===== config.mk =====
export PLATFORM = sky130hd
export DESIGN_NAME = sha256_message_hasher_top
export DESIGN_NICKNAME = d
export VERILOG_FILES = /design/src/rtl/sha_pkg.sv /design/src/rtl/sha_datapath.sv /design/src/rtl/sha_ctrl.sv /design/src/rtl/sha256_message_hasher_top.sv
export SDC_FILE = /design/constraint.sdc
export NUM_CORES = 2
export LEC_CHECK = 0
export BUFFER_PORTS_ARGS = -buffer_cell sky130_fd_sc_hd__buf_4
export CAP_MARGIN = 10
export CORE_MARGIN = 2
export CORE_UTILIZATION = 30
export CTS_CLUSTER_SIZE = 10
export DETAILED_ROUTE_END_ITERATION = 7
export PLACE_DENSITY = 0.51
export RECOVER_POWER = 100
export SLEW_MARGIN = 40
export SYNTH_ARGS = -nofsm -noshare
export SYNTH_HDL_FRONTEND = slang
export SYNTH_SLANG_ARGS = --single-unit

===== constraint.sdc =====
create_clock -name clk_i -period 9.77 [get_ports clk_i]
set_clock_uncertainty 0.1 [all_clocks]
set_input_delay 0 -clock clk_i [delete_from_list [all_inputs] [get_ports clk_i]]
set_output_delay 0 -clock clk_i [all_outputs]
set_load 0.01 [all_outputs]

===== src/rtl/sha_pkg.sv =====
// SHA-256 package: round constants, initial hash values, command and status types.
// Used by the controller, the datapath and the top level; no dependencies.
package sha_pkg;

  localparam int unsigned WordW  = 32;
  localparam int unsigned Rounds = 64;

  // Initial hash value for word i.
  function automatic logic [31:0] sha_iv(input logic [2:0] i);
    logic [31:0] r;
    case (i)
      3'd0: r = 32'h6a09e667;
      3'd1: r = 32'hbb67ae85;
      3'd2: r = 32'h3c6ef372;
      3'd3: r = 32'ha54ff53a;
      3'd4: r = 32'h510e527f;
      3'd5: r = 32'h9b05688c;
      3'd6: r = 32'h1f83d9ab;
      default: r = 32'h5be0cd19;
    endcase
    return r;
  endfunction

  // Round constant for round t.
  function automatic logic [31:0] sha_k(input logic [5:0] t);
    logic [31:0] k [64];
    k = '{
      32'h428a2f98,32'h71374491,32'hb5c0fbcf,32'he9b5dba5,32'h3956c25b,32'h59f111f1,
      32'h923f82a4,32'hab1c5ed5,32'hd807aa98,32'h12835b01,32'h243185be,32'h550c7dc3,
      32'h72be5d74,32'h80deb1fe,32'h9bdc06a7,32'hc19bf174,32'he49b69c1,32'hefbe4786,
      32'h0fc19dc6,32'h240ca1cc,32'h2de92c6f,32'h4a7484aa,32'h5cb0a9dc,32'h76f988da,
      32'h983e5152,32'ha831c66d,32'hb00327c8,32'hbf597fc7,32'hc6e00bf3,32'hd5a79147,
      32'h06ca6351,32'h14292967,32'h27b70a85,32'h2e1b2138,32'h4d2c6dfc,32'h53380d13,
      32'h650a7354,32'h766a0abb,32'h81c2c92e,32'h92722c85,32'ha2bfe8a1,32'ha81a664b,
      32'hc24b8b70,32'hc76c51a3,32'hd192e819,32'hd6990624,32'hf40e3585,32'h106aa070,
      32'h19a4c116,32'h1e376c08,32'h2748774c,32'h34b0bcb5,32'h391c0cb3,32'h4ed8aa4a,
      32'h5b9cca4f,32'h682e6ff3,32'h748f82ee,32'h78a5636f,32'h84c87814,32'h8cc70208,
      32'h90befffa,32'ha4506ceb,32'hbef9a3f7,32'hc67178f2};
    return k[t];
  endfunction

  // Byte source for a buffer write.
  typedef enum logic [1:0] {
    SrcData = 2'd0,
    SrcPad  = 2'd1,
    SrcZero = 2'd2,
    SrcLen  = 2'd3
  } byte_src_e;

  // Commands from the controller to the datapath.
  typedef struct packed {
    logic       wr_en;       // write one byte at the fill pointer
    byte_src_e  wr_src;
    logic       count_byte;  // count a message byte
    logic       load_win;    // load working vars from the chain
    logic       round_en;    // run one round
    logic       fold;        // add working vars into the chain
    logic       restart;     // reload initial hash, clear fill pointer and byte count
    logic       shift_out;   // rotate the chain by one word toward h0
  } sha_cmd_t;

  // Status from the datapath.
  typedef struct packed {
    logic [5:0] fill;
    logic [5:0] round;
  } sha_sts_t;

endpackage


===== src/rtl/sha_datapath.sv =====
// SHA-256 datapath: block words in the schedule window, round unit, chain.
// Depends on sha_pkg; driven by sha_ctrl through sha_cmd_t.
module sha_datapath (
  input  logic              clk_i,
  input  logic              rst_ni,
  input  sha_pkg::sha_cmd_t cmd_i,
  input  logic [7:0]        data_byte_i,
  output sha_pkg::sha_sts_t sts_o,
  output logic [31:0]       h0_o
);
  import sha_pkg::*;

  logic [5:0]  fill_q, fill_d;
  logic [60:0] msg_q, msg_d;
  logic [5:0]  rnd_q, rnd_d;
  logic [31:0] w_q [16];
  logic [31:0] v_q [8];
  logic [31:0] h_q [8];
  logic [7:0]  wr_byte;
  logic [63:0] bits;
  logic [2:0]  len_sel;
  logic [31:0] x15, x2, s0, s1, wnew, wcur, t1, t2, ch, maj, e1, a0;

  assign bits    = {msg_q, 3'b000};
  assign len_sel = fill_q[2:0];

  // Byte to write into the block.
  always_comb begin
    case (cmd_i.wr_src)
      SrcData: wr_byte = data_byte_i;
      SrcPad:  wr_byte = 8'h80;
      SrcZero: wr_byte = 8'h00;
      default: wr_byte = bits[8*(7-len_sel) +: 8];
    endcase
  end

  // Fill pointer, byte count and round counter.
  always_comb begin
    fill_d = fill_q;
    msg_d  = msg_q;
    rnd_d  = rnd_q;
    if (cmd_i.wr_en) begin
      fill_d = fill_q + 6'd1;
    end
    if (cmd_i.count_byte) begin
      msg_d = msg_q + 61'd1;
    end
    if (cmd_i.load_win) begin
      rnd_d = '0;
    end else if (cmd_i.round_en) begin
      rnd_d = rnd_q + 6'd1;
    end
    if (cmd_i.restart) begin
      fill_d = '0;
      msg_d  = '0;
    end
  end

  always_ff @(posedge clk_i or negedge rst_ni) begin
    if (!rst_ni) begin
      fill_q <= '0;
      msg_q  <= '0;
      rnd_q  <= '0;
    end else begin
      fill_q <= fill_d;
      msg_q  <= msg_d;
      rnd_q  <= rnd_d;
    end
  end

  // Schedule: the window shifts by one word each round; w_q[0] is this round's word.
  assign x15  = w_q[1];
  assign x2   = w_q[14];
  assign s0   = {x15[6:0], x15[31:7]} ^ {x15[17:0], x15[31:18]} ^ (x15 >> 3);
  assign s1   = {x2[16:0], x2[31:17]} ^ {x2[18:0], x2[31:19]} ^ (x2 >> 10);
  assign wnew = w_q[0] + s0 + w_q[9] + s1;
  assign wcur = w_q[0];

  // Round function.
  assign e1  = {v_q[4][5:0], v_q[4][31:6]} ^ {v_q[4][10:0], v_q[4][31:11]}
             ^ {v_q[4][24:0], v_q[4][31:25]};
  assign ch  = (v_q[4] & v_q[5]) ^ (~v_q[4] & v_q[6]);
  assign a0  = {v_q[0][1:0], v_q[0][31:2]} ^ {v_q[0][12:0], v_q[0][31:13]}
             ^ {v_q[0][21:0], v_q[0][31:22]};
  assign maj = (v_q[0] & v_q[1]) ^ (v_q[0] & v_q[2]) ^ (v_q[1] & v_q[2]);
  assign t1  = v_q[7] + e1 + ch + sha_k(rnd_q) + wcur;
  assign t2  = a0 + maj;

  // Block bytes land big-endian in the window words; rounds then shift the window.
  always_ff @(posedge clk_i) begin
    if (cmd_i.wr_en) begin
      w_q[fill_q[5:2]][{~fill_q[1:0], 3'b000} +: 8] <= wr_byte;
    end else if (cmd_i.load_win) begin
      for (int i = 0; i < 8; i++) begin
        v_q[i] <= h_q[i];
      end
    end else if (cmd_i.round_en) begin
      for (int i = 0; i < 15; i++) begin
        w_q[i] <= w_q[i+1];
      end
      w_q[15] <= wnew;
      v_q[7] <= v_q[6];
      v_q[6] <= v_q[5];
      v_q[5] <= v_q[4];
      v_q[4] <= v_q[3] + t1;
      v_q[3] <= v_q[2];
      v_q[2] <= v_q[1];
      v_q[1] <= v_q[0];
      v_q[0] <= t1 + t2;
    end
  end

  // Chaining value: fold, rotate out, reload.
  always_ff @(posedge clk_i or negedge rst_ni) begin
    if (!rst_ni) begin
      for (int i = 0; i < 8; i++) begin
        h_q[i] <= sha_iv(3'(i));
      end
    end else if (cmd_i.restart) begin
      for (int i = 0; i < 8; i++) begin
        h_q[i] <= sha_iv(3'(i));
      end
    end else if (cmd_i.fold) begin
      for (int i = 0; i < 8; i++) begin
        h_q[i] <= h_q[i] + v_q[i];
      end
    end else if (cmd_i.shift_out) begin
      for (int i = 0; i < 7; i++) begin
        h_q[i] <= h_q[i+1];
      end
      h_q[7] <= h_q[0];
    end
  end

  assign h0_o        = h_q[0];
  assign sts_o.fill  = fill_q;
  assign sts_o.round = rnd_q;

endmodule


===== src/rtl/sha_ctrl.sv =====
// SHA-256 controller: handshakes, padding sequence, round sequencing, digest output.
// Depends on sha_pkg; commands sha_datapath.
module sha_ctrl (
  input  logic              clk_i,
  input  logic              rst_ni,
  input  logic              in_valid_i,
  output logic              in_ready_o,
  input  logic              byte_valid_i,
  input  logic              eom_i,
  output logic              out_valid_o,
  input  logic              out_ready_i,
  output logic [2:0]        word_idx_o,
  input  sha_pkg::sha_sts_t sts_i,
  output sha_pkg::sha_cmd_t cmd_o
);
  import sha_pkg::*;

  localparam logic [2:0] StIdle  = 3'd0;
  localparam logic [2:0] StLoad  = 3'd1;
  localparam logic [2:0] StRound = 3'd2;
  localparam logic [2:0] StFold  = 3'd3;
  localparam logic [2:0] StPad   = 3'd4;
  localparam logic [2:0] StOut   = 3'd5;

  logic [2:0] state_q, state_d;
  logic       closing_q, closing_d;  // message end pending
  logic       padded_q, padded_d;    // 0x80 already written
  logic [2:0] widx_q, widx_d;
  logic       acc;

  assign in_ready_o  = (state_q == StIdle);
  assign acc         = in_valid_i && in_ready_o;
  assign out_valid_o = (state_q == StOut);
  assign word_idx_o  = widx_q;

  always_comb begin
    state_d   = state_q;
    closing_d = closing_q;
    padded_d  = padded_q;
    widx_d    = widx_q;
    cmd_o     = '0;
    cmd_o.wr_src = SrcData;
    case (state_q)
      StIdle: begin
        if (acc) begin
          if (byte_valid_i) begin
            cmd_o.wr_en      = 1'b1;
            cmd_o.count_byte = 1'b1;
          end
          closing_d = eom_i;
          padded_d  = 1'b0;
          if (byte_valid_i && sts_i.fill == 6'd63) begin
            state_d = StLoad;
          end else if (eom_i) begin
            state_d = StPad;
          end
        end
      end
      // One padding byte a cycle until the block is full.
      StPad: begin
        cmd_o.wr_en = 1'b1;
        if (!padded_q) begin
          cmd_o.wr_src = SrcPad;
          padded_d     = 1'b1;
          // 0x80 landing past byte 55 needs an extra block.
        end else if (sts_i.fill >= 6'd56 && !closing_q) begin
          cmd_o.wr_src = SrcLen;
        end else if (sts_i.fill >= 6'd56 && padded_q && closing_q) begin
          cmd_o.wr_src = SrcLen;
        end else begin
          cmd_o.wr_src = SrcZero;
        end
        if (!padded_q && sts_i.fill > 6'd55) begin
          closing_d = 1'b0;
        end
        if (padded_q && sts_i.fill > 6'd55 && !closing_q) begin
          cmd_o.wr_src = SrcZero;
        end
        if (sts_i.fill == 6'd63) begin
          state_d = StLoad;
        end
      end
      StLoad: begin
        cmd_o.load_win = 1'b1;
        state_d        = StRound;
      end
      StRound: begin
        cmd_o.round_en = 1'b1;
        if (sts_i.round == 6'(Rounds - 1)) begin
          state_d = StFold;
        end
      end
      StFold: begin
        cmd_o.fold = 1'b1;
        if (!padded_q) begin
          state_d = closing_q ? StPad : StIdle;
        end else if (!closing_q) begin
          // Overflow block done: now the length block.
          closing_d = 1'b1;
          state_d   = StPad;
        end else begin
          widx_d  = '0;
          state_d = StOut;
        end
      end
      StOut: begin
        if (out_ready_i) begin
          cmd_o.shift_out = 1'b1;
          widx_d          = widx_q + 3'd1;
          if (widx_q == 3'd7) begin
            cmd_o.shift_out = 1'b0;
            cmd_o.restart   = 1'b1;
            closing_d       = 1'b0;
            padded_d        = 1'b0;
            state_d         = StIdle;
          end
        end
      end
      default: state_d = StIdle;
    endcase
  end

  always_ff @(posedge clk_i or negedge rst_ni) begin
    if (!rst_ni) begin
      state_q   <= StIdle;
      closing_q <= 1'b0;
      padded_q  <= 1'b0;
      widx_q    <= '0;
    end else begin
      state_q   <= state_d;
      closing_q <= closing_d;
      padded_q  <= padded_d;
      widx_q    <= widx_d;
    end
  end

  // Output only appears after a fold of a padded block.
  a_out_after_fold: assert property (@(posedge clk_i) disable iff (!rst_ni)
    $rose(out_valid_o) |-> $past(state_q) == StFold)
    else $error("digest output without final fold");
  // Input is never taken while rounds run.
  a_no_accept_busy: assert property (@(posedge clk_i) disable iff (!rst_ni)
    state_q == StRound |-> !in_ready_o)
    else $error("input ready during compression");
  // Word index starts at zero for each digest.
  a_widx_start: assert property (@(posedge clk_i) disable iff (!rst_ni)
    $rose(out_valid_o) |-> widx_q == 3'd0)
    else $error("digest index not reset");

endmodule


===== src/rtl/sha256_message_hasher_top.sv =====
// SHA-256 message hasher, top level: stream ports and controller/datapath wiring.
// Depends on sha_pkg, sha_ctrl and sha_datapath.
//
// Input channel s_axis: one beat per message byte (tuser[0] marks a valid byte,
// tlast closes the message). A beat with tlast and no valid byte ends the
// message as it stands, so an empty message is allowed.
// Output channel m_axis: eight beats per message, digest words h0..h7, with
// tlast on h7 and the word index in tuser.
// Flow: byte beats are taken while the controller is idle; the 64th byte of a
// block starts a compression (working-variable load, 64 rounds of the single
// round unit, chain fold). On end of message the padding is written one byte a
// cycle up to the block end, then one or two compressions run, then the eight
// words leave.
// The input is not ready during padding, compression or digest output.
// Reset loads the initial hash values and clears the byte count and fill.
// If the receiver stalls, the current digest word holds until it is taken.
module sha256_message_hasher_top (
  input  logic        clk_i,
  input  logic        rst_ni,
  input  logic        s_axis_tvalid,
  output logic        s_axis_tready,
  input  logic [7:0]  s_axis_tdata,   // [7:0] data_byte
  input  logic        s_axis_tuser,   // [0] byte_valid
  input  logic        s_axis_tlast,   // end_of_message
  output logic        m_axis_tvalid,
  input  logic        m_axis_tready,
  output logic [31:0] m_axis_tdata,   // [31:0] digest_word
  output logic [2:0]  m_axis_tuser,   // [2:0] word_index
  output logic        m_axis_tlast    // last_word
);
  import sha_pkg::*;

  sha_cmd_t   cmd;
  sha_sts_t   sts;
  logic [2:0] widx;

  sha_ctrl u_ctrl (
    .clk_i        (clk_i),
    .rst_ni       (rst_ni),
    .in_valid_i   (s_axis_tvalid),
    .in_ready_o   (s_axis_tready),
    .byte_valid_i (s_axis_tuser),
    .eom_i        (s_axis_tlast),
    .out_valid_o  (m_axis_tvalid),
    .out_ready_i  (m_axis_tready),
    .word_idx_o   (widx),
    .sts_i        (sts),
    .cmd_o        (cmd)
  );

  sha_datapath u_dp (
    .clk_i       (clk_i),
    .rst_ni      (rst_ni),
    .cmd_i       (cmd),
    .data_byte_i (s_axis_tdata),
    .sts_o       (sts),
    .h0_o        (m_axis_tdata)
  );

  assign m_axis_tuser = widx;
  assign m_axis_tlast = (widx == 3'd7);

endmodule

== Word-level counts from Yosys, hierarchy flattened ==
Memory sizes are Yosys's and may differ from the RTL's.
Cells that the tools add are included.

* Flip-flop bits (word level): 337
* RAM bits: 768
* Memory bits (read-only): 2048
* Input port bits: 14
* Output and inout bits: 38
* Logic and storage cells: 188
* Memories kept: 3

* Add/subtract/negate cells: 24
* Order comparisons: 3
* Equal/unequal tests: 19
* Shift-type cells: 3
* Multiplexer cells: 70
* Bitwise gates (word level): 27
* Reductions and logical operators: 24

{| class="wikitable"
|+ Memories
! memory !! words !! width !! rd ports !! clocked after memory_dff !! write ports !! line !! source
|-
| (name not given) || 64 || 32 || 1 || 0 || 0 || sha_pkg.sv:39 || <nowiki>return k[t];</nowiki>
|-
| u_dp.w_q || 16 || 32 || 16 || 0 || 16 || sha_datapath.sv:16 || <nowiki>logic [31:0] w_q [16];</nowiki>
|-
| u_dp.v_q || 8 || 32 || 8 || 0 || 8 || sha_datapath.sv:17 || <nowiki>logic [31:0] v_q [8];</nowiki>
|}

{| class="wikitable"
|+ Operator list
! kind !! count
|-
| two-way mux 256 bit || 3
|-
| adder 32 bit || 18
|-
| two-way mux 32 bit || 13
|-
| XOR 32 bit || 9
|-
| AND 32 bit || 5
|-
| two-way mux 61 bit || 2
|-
| indexed part select 64 x 33 -> 8 bit || 1
|-
| adder 61 x 1 -> 61 bit (second input constant) || 1
|-
| two-way mux 3 bit || 12
|-
| inverter 32 bit || 1
|-
| OR reduction 32 bit || 1
|-
| variable shift 8 x 7 -> 32 bit (first input constant) || 1
|-
| indexed part select 8 x 7 -> 32 bit || 1
|-
| XOR 32 x 22 -> 32 bit || 1
|-
| XOR 32 x 29 -> 32 bit || 1
|-
| two-way mux 6 bit || 4
|-
| case mux 8 bit (3 select lines) || 1
|-
| two-way mux 1 bit || 22
|-
| case mux 3 bit (6 select lines) || 1
|-
| two-way mux 2 bit || 7
|-
| != test 2 x 1 -> 1 bit (second input constant) || 7
|-
| adder 6 x 1 -> 6 bit (second input constant) || 2
|-
| equality test 6 bit (second input constant) || 2
|-
| AND reduction 6 bit || 2
|-
| other kinds (29) || 52
|}

== Logic depth before layout (Yosys ltp) ==
* Word-level depth: 12
* Depth in mapped cells: 40
* Depth with buffers taken out: 39

== By module ==
Synthesis repeated with hierarchy kept, for this count alone.

* Cells, all modules: 7589
* Area total of the unflattened synthesis: 75721.4 um2

{| class="wikitable"
|+ By module, submodules not included
! module !! times used !! cells each !! area an instance (um2) !! sequential area each (um2)
|-
| sha_datapath || 1 || 7513 || 75143.3 || 31465.2
|-
| sha_ctrl || 1 || 75 || 571.8 || 200.2
|-
| sha256_message_hasher_top || 1 || 1 || 6.3 || 0.0
|}

== Worst setup path before layout ==
Ideal clock, no wire load.

* Path type: register to register
* Start point: reg u_dp.rnd_q[1]
* End point: mem u_dp.v_q[0][30] (data pin)
* Data arrival time: 8.604 ns
* Required time: 9.406 ns
* Path slack: 0.801 ns
* Stages on the path, launching flop included: 36
* Path buffers: 2
* Clock period less this slack: 8.969 ns
* Cells stage by stage: dfrtp_1 > clkbuf_1 > clkinv_1 > ha_1 > clkbuf_1 > nand2_1 > nand2_1 > nor2_1 > o311a_1 > a31oi_1 > fa_1 > inv_1 > fa_1 > fa_1 > inv_1 > ha_1 > fa_1 > a211oi_1 > nor2_1 > o21a_1 > o21a_1 > o21ai_0 > nor2b_1 > xnor2_1 > fa_1 > ha_1 > a21o_1 > nand2b_1 > o2111ai_1 > a21boi_1 > a221o_1 > a211oi_1 > o31ai_1 > a221oi_1 > xor2_1 > o21ai_1

{| class="wikitable"
|+ RTL lines
! item !! line !! source
|-
| from (decl) || sha_datapath.sv:15 || <nowiki>logic [5:0] rnd_q, rnd_d;</nowiki>
|-
| from (signal assigned) || sha_datapath.sv:67 || <nowiki>rnd_q <= rnd_d;</nowiki>
|-
| to (decl) || sha_datapath.sv:17 ||
|}

==> flow_metrics.py <==
metrics = {
    "status": {
        "outcome": "complete, but fails checks",
        "violations": "capacitance limit, slew limit",
    },
    "synth": {
        "syn_inst": 7654,
        "yosysTopAreaCell": "edfxtp_1",
        "synth-edff-count": 768,
        "synth_seq_cells": 1105,
        "ys.warnings.count": 0,
        "yosysUniqueCellTypes": 107,
        "synth_area_sq_mm": 0.07472,
        "async_reset_ff_share_pct": 30.50,
        "netlist.area_leader.share_pct": 30.87,
        "synth_flop_cell": "edfxtp_1",
        "netlist_top_cells_count": "1063 x nand2_1, 768 x edfxtp_1, 662 x a21o_1",
        "avgSynthCellArea_sq_um": 9.762,
        "post-synth-top-count-cell": "nand2_1",
        "synth_nets": 8260,
        "synthTopCellsByArea": "edfxtp_1 31%, dfrtp_1 6.7%, a21o_1 6.7%",
        "ys_seq_area_share_pct": 42.38,
    },
    "route": {
        "drt_iter0_drc": 5441,
        "ant_nets": 0,
        "post-route-drc-count": 0,
        "num_vias": 60075,
        "vias_per_cell": 5.447,
        "dr.pass1.iters": 7,
        "wirelength_mm": 277.8,
        "wl_per_cell_microns": 25.19,
    },
    "global_routing": {
        "antenna_found_initial": 5,
        "overflow": 0,
        "grt_pass1_vias": 58243,
        "grt_max_degree": 190,
        "grt_pass1_wl_mm": 405.9,
        "grt.total_usage_pct": 21.51,
    },
    "worst_setup_path": {
        "startpoint": "u_dp.rnd_q[0]",
        "crit_buf_inv": 4,
        "rr_endpoint": "u_dp.v_q[0][30]",
        "path_depth": 34,
        "cp_top_family": "compound AO/OA/AOI/OAI gates",
        "cp-endpoint": "u_dp.v_q[0][30]",
        "worstPathArrival_ns": 9.75,
        "r2r_slack_ns": 0.48,
        "cp_max_fo": 20,
        "worstPathRequired_ns": 10.22,
        "path_class": "reg -> reg",
        "worstSetupStartpointType": "register",
        "reg2reg_depth": 34,
        "r2r_start": "u_dp.rnd_q[0]",
        "critical_path.max_stage_delay_ns": 0.54,
        "worst_setup_path_end_kind": "register",
        "crit_slowest_cell": "ha_1",
        "crit_top_cell": "fa_1",
    },
    "place": {
        "placed_cells": 10768,
        "io_buffers": 51,
        "place_congestion": 0.9451,
        "place_hpwl_mm": 202.0,
    },
    "clocking": {
        "ctsHtreeMaxLevel": 4,
        "clockBufferDepth": 3,
        "clk_latency_ns": 0.84,
        "cts_tree": "yes",
        "cts_setup_buffers": 0,
        "path_clk_slew_ns": 0.06,
        "clkSinkCount": 1105,
        "cts_buffers": 139,
        "cts.root.buffer_cell": "clkbuf_16",
    },
    "cells_and_area": {
        "fin_cells": 11029,
        "synthToLayoutAreaGrowth_pct": 11.47,
        "fillerInstances": 25528,
        "drive_above_1_share_pct": 7.801,
        "fin_nets": 8205,
        "final_util_pct": 33.56,
        "multiInputGateArea_sq_mm": 0.04029,
        "regArea_sq_mm": 0.03167,
    },
    "min_path": {
        "hold_path_class": "in -> reg",
    },
    "die": {
        "rows": 183,
        "die_height_microns": 503.1,
        "initial_core_util_pct": 30.10,
        "die_w_microns": 503.1,
        "die-area_sq_mm": 0.2531,
        "coreArea_sq_mm": 0.2482,
        "io_pins": 52,
    },
    "timing": {
        "worst_pin_slew_ns": 4.974,
        "report.final.setup_viol": 0,
        "slew_headroom_pct": -233.4,
        "fmax_mhz": 107.6,
        "fin_setup_tns_ns": 0,
        "whs_ns": 0.1096,
        "fin_crit_sh_pct": 95.13,
        "report.final.slew_viol_count": 1752,
        "hold_violations": 0,
        "rsz0062_at_grt": "false",
        "period_needed_ns": 9.294,
    },
    "flow_run": {
        "cap_viol_max_count": 31,
    },
}
## state kept, by name, summed over array words and instances, names as in the netlist, 6 cells and up
name and cells:
u_dp.msg_q 61, u_dp.v_q 256, u_dp.h_q 224, u_dp.fill_q 6
u_dp.rnd_q 6, u_dp.w_q 512, u_dp.h0_o 32
## cell usage in the layout (no fill, tap or decap), types with 50 or more instances in the layout
| cell type | n |
|---|---|
| nor3_1 | 94 |
| clkbuf_1 | 138 |
| fa_1 | 195 |
| a21o_1 | 662 |
| a211oi_1 | 57 |
| dfstp_2 | 120 |
| xnor2_1 | 393 |
| a31oi_1 | 62 |
| buf_4 | 155 |
| o21ai_0 | 529 |
| nor2b_1 | 71 |
| nand3_1 | 109 |
| dfrtp_1 | 198 |
| inv_1 | 276 |
| a21oi_1 | 523 |
| clkbuf_16 | 139 |
| ha_1 | 396 |
| xor2_1 | 185 |
| and3_1 | 50 |
| nand2b_1 | 75 |
| nor2_1 | 469 |
| nand2_1 | 1061 |
| o22ai_1 | 54 |
| edfxtp_1 | 768 |
## worst reg2reg max path: cells and delay by family (launching register included)
| kind | cells | cell delay (ns) |
|---|---|---|
| buf+inv | 4 | 0.63 |
| xor+xnor | 2 | 0.39 |
| flops | 1 | 0.34 |
| compound gates | 16 | 3.49 |
| fa+ha+maj | 8 | 3.42 |
| simple gates | 4 | 0.64 |
## logic make-up after synthesis
| logic type | synth area share [%] |
|---|---|
| DFF | 42.38 |
| buffers and inverters | 3.962 |
| and+or+nand+nor | 12.53 |
| muxes | 1.529 |
| xor gates and xnor gates | 6.810 |
| adders and majority gates | 12.19 |
| AOI/OAI and AO/OA | 20.59 |
## how the worst min path moves through the flow
stage	from	endpoint	slack [ns]	cells after the start
2_1_floorplan	rst_ni	u_ctrl.closing_q	-0.40	0
3_3_place_gp	rst_ni	u_dp.h0_o[20]	0.01	1
3_5_place_dp	rst_ni	u_dp.h0_o[18]	0.01	1
4_1_cts	s_axis_tdata[0]	u_dp.w_q[0][16]	0.02	4
5_1_grt	s_axis_tdata[0]	u_dp.w_q[14][16]	0.09	4
6_report	s_axis_tdata[0]	u_dp.w_q[0][16]	0.11	4
## repair_timing
action / in CTS / in global routing
hold endpoints to repair: 447 / 0
endpoints found under the setup margin: 0 / 11
hold buffers: 17 / 0
gates resized for setup: 0 / 13
## through the flow
step | instance area (sq um) | setup slack [ns]
2_1_floorplan | 74720 | 0.8014
3_3_place_gp | 79030 | 0.2293
3_5_place_dp | 79240 | 0.2489
4_1_cts | 83650 | 0.2016
5_1_grt | 83270 | 0.02020
6_report | 83290 | 0.4756
## cell type report
cell class / count / share of cell area (%)
antenna: 8 / 0.02404
clock buffer: 200 / 4.547
clock inverter: 33 / 0.5318
inverter: 281 / 1.268
multi-input combinational: 5798 / 48.38
sequential: 1105 / 38.03
tap: 3330 / 5.003
timing repair buffer: 274 / 2.220
## per-layer routing
metal	GRT usage (%)	wire [microns]	vias to the layer above
li1	-	-	27309
met5	0	14	-
met3	2.962	16240	430
met4	7.491	10080	2
met2	34.85	128900	1960
met1	29.33	122500	30374
Power is not shown: default switching activity piles up to over one toggle a cycle in this logic, so the estimate is an artifact.
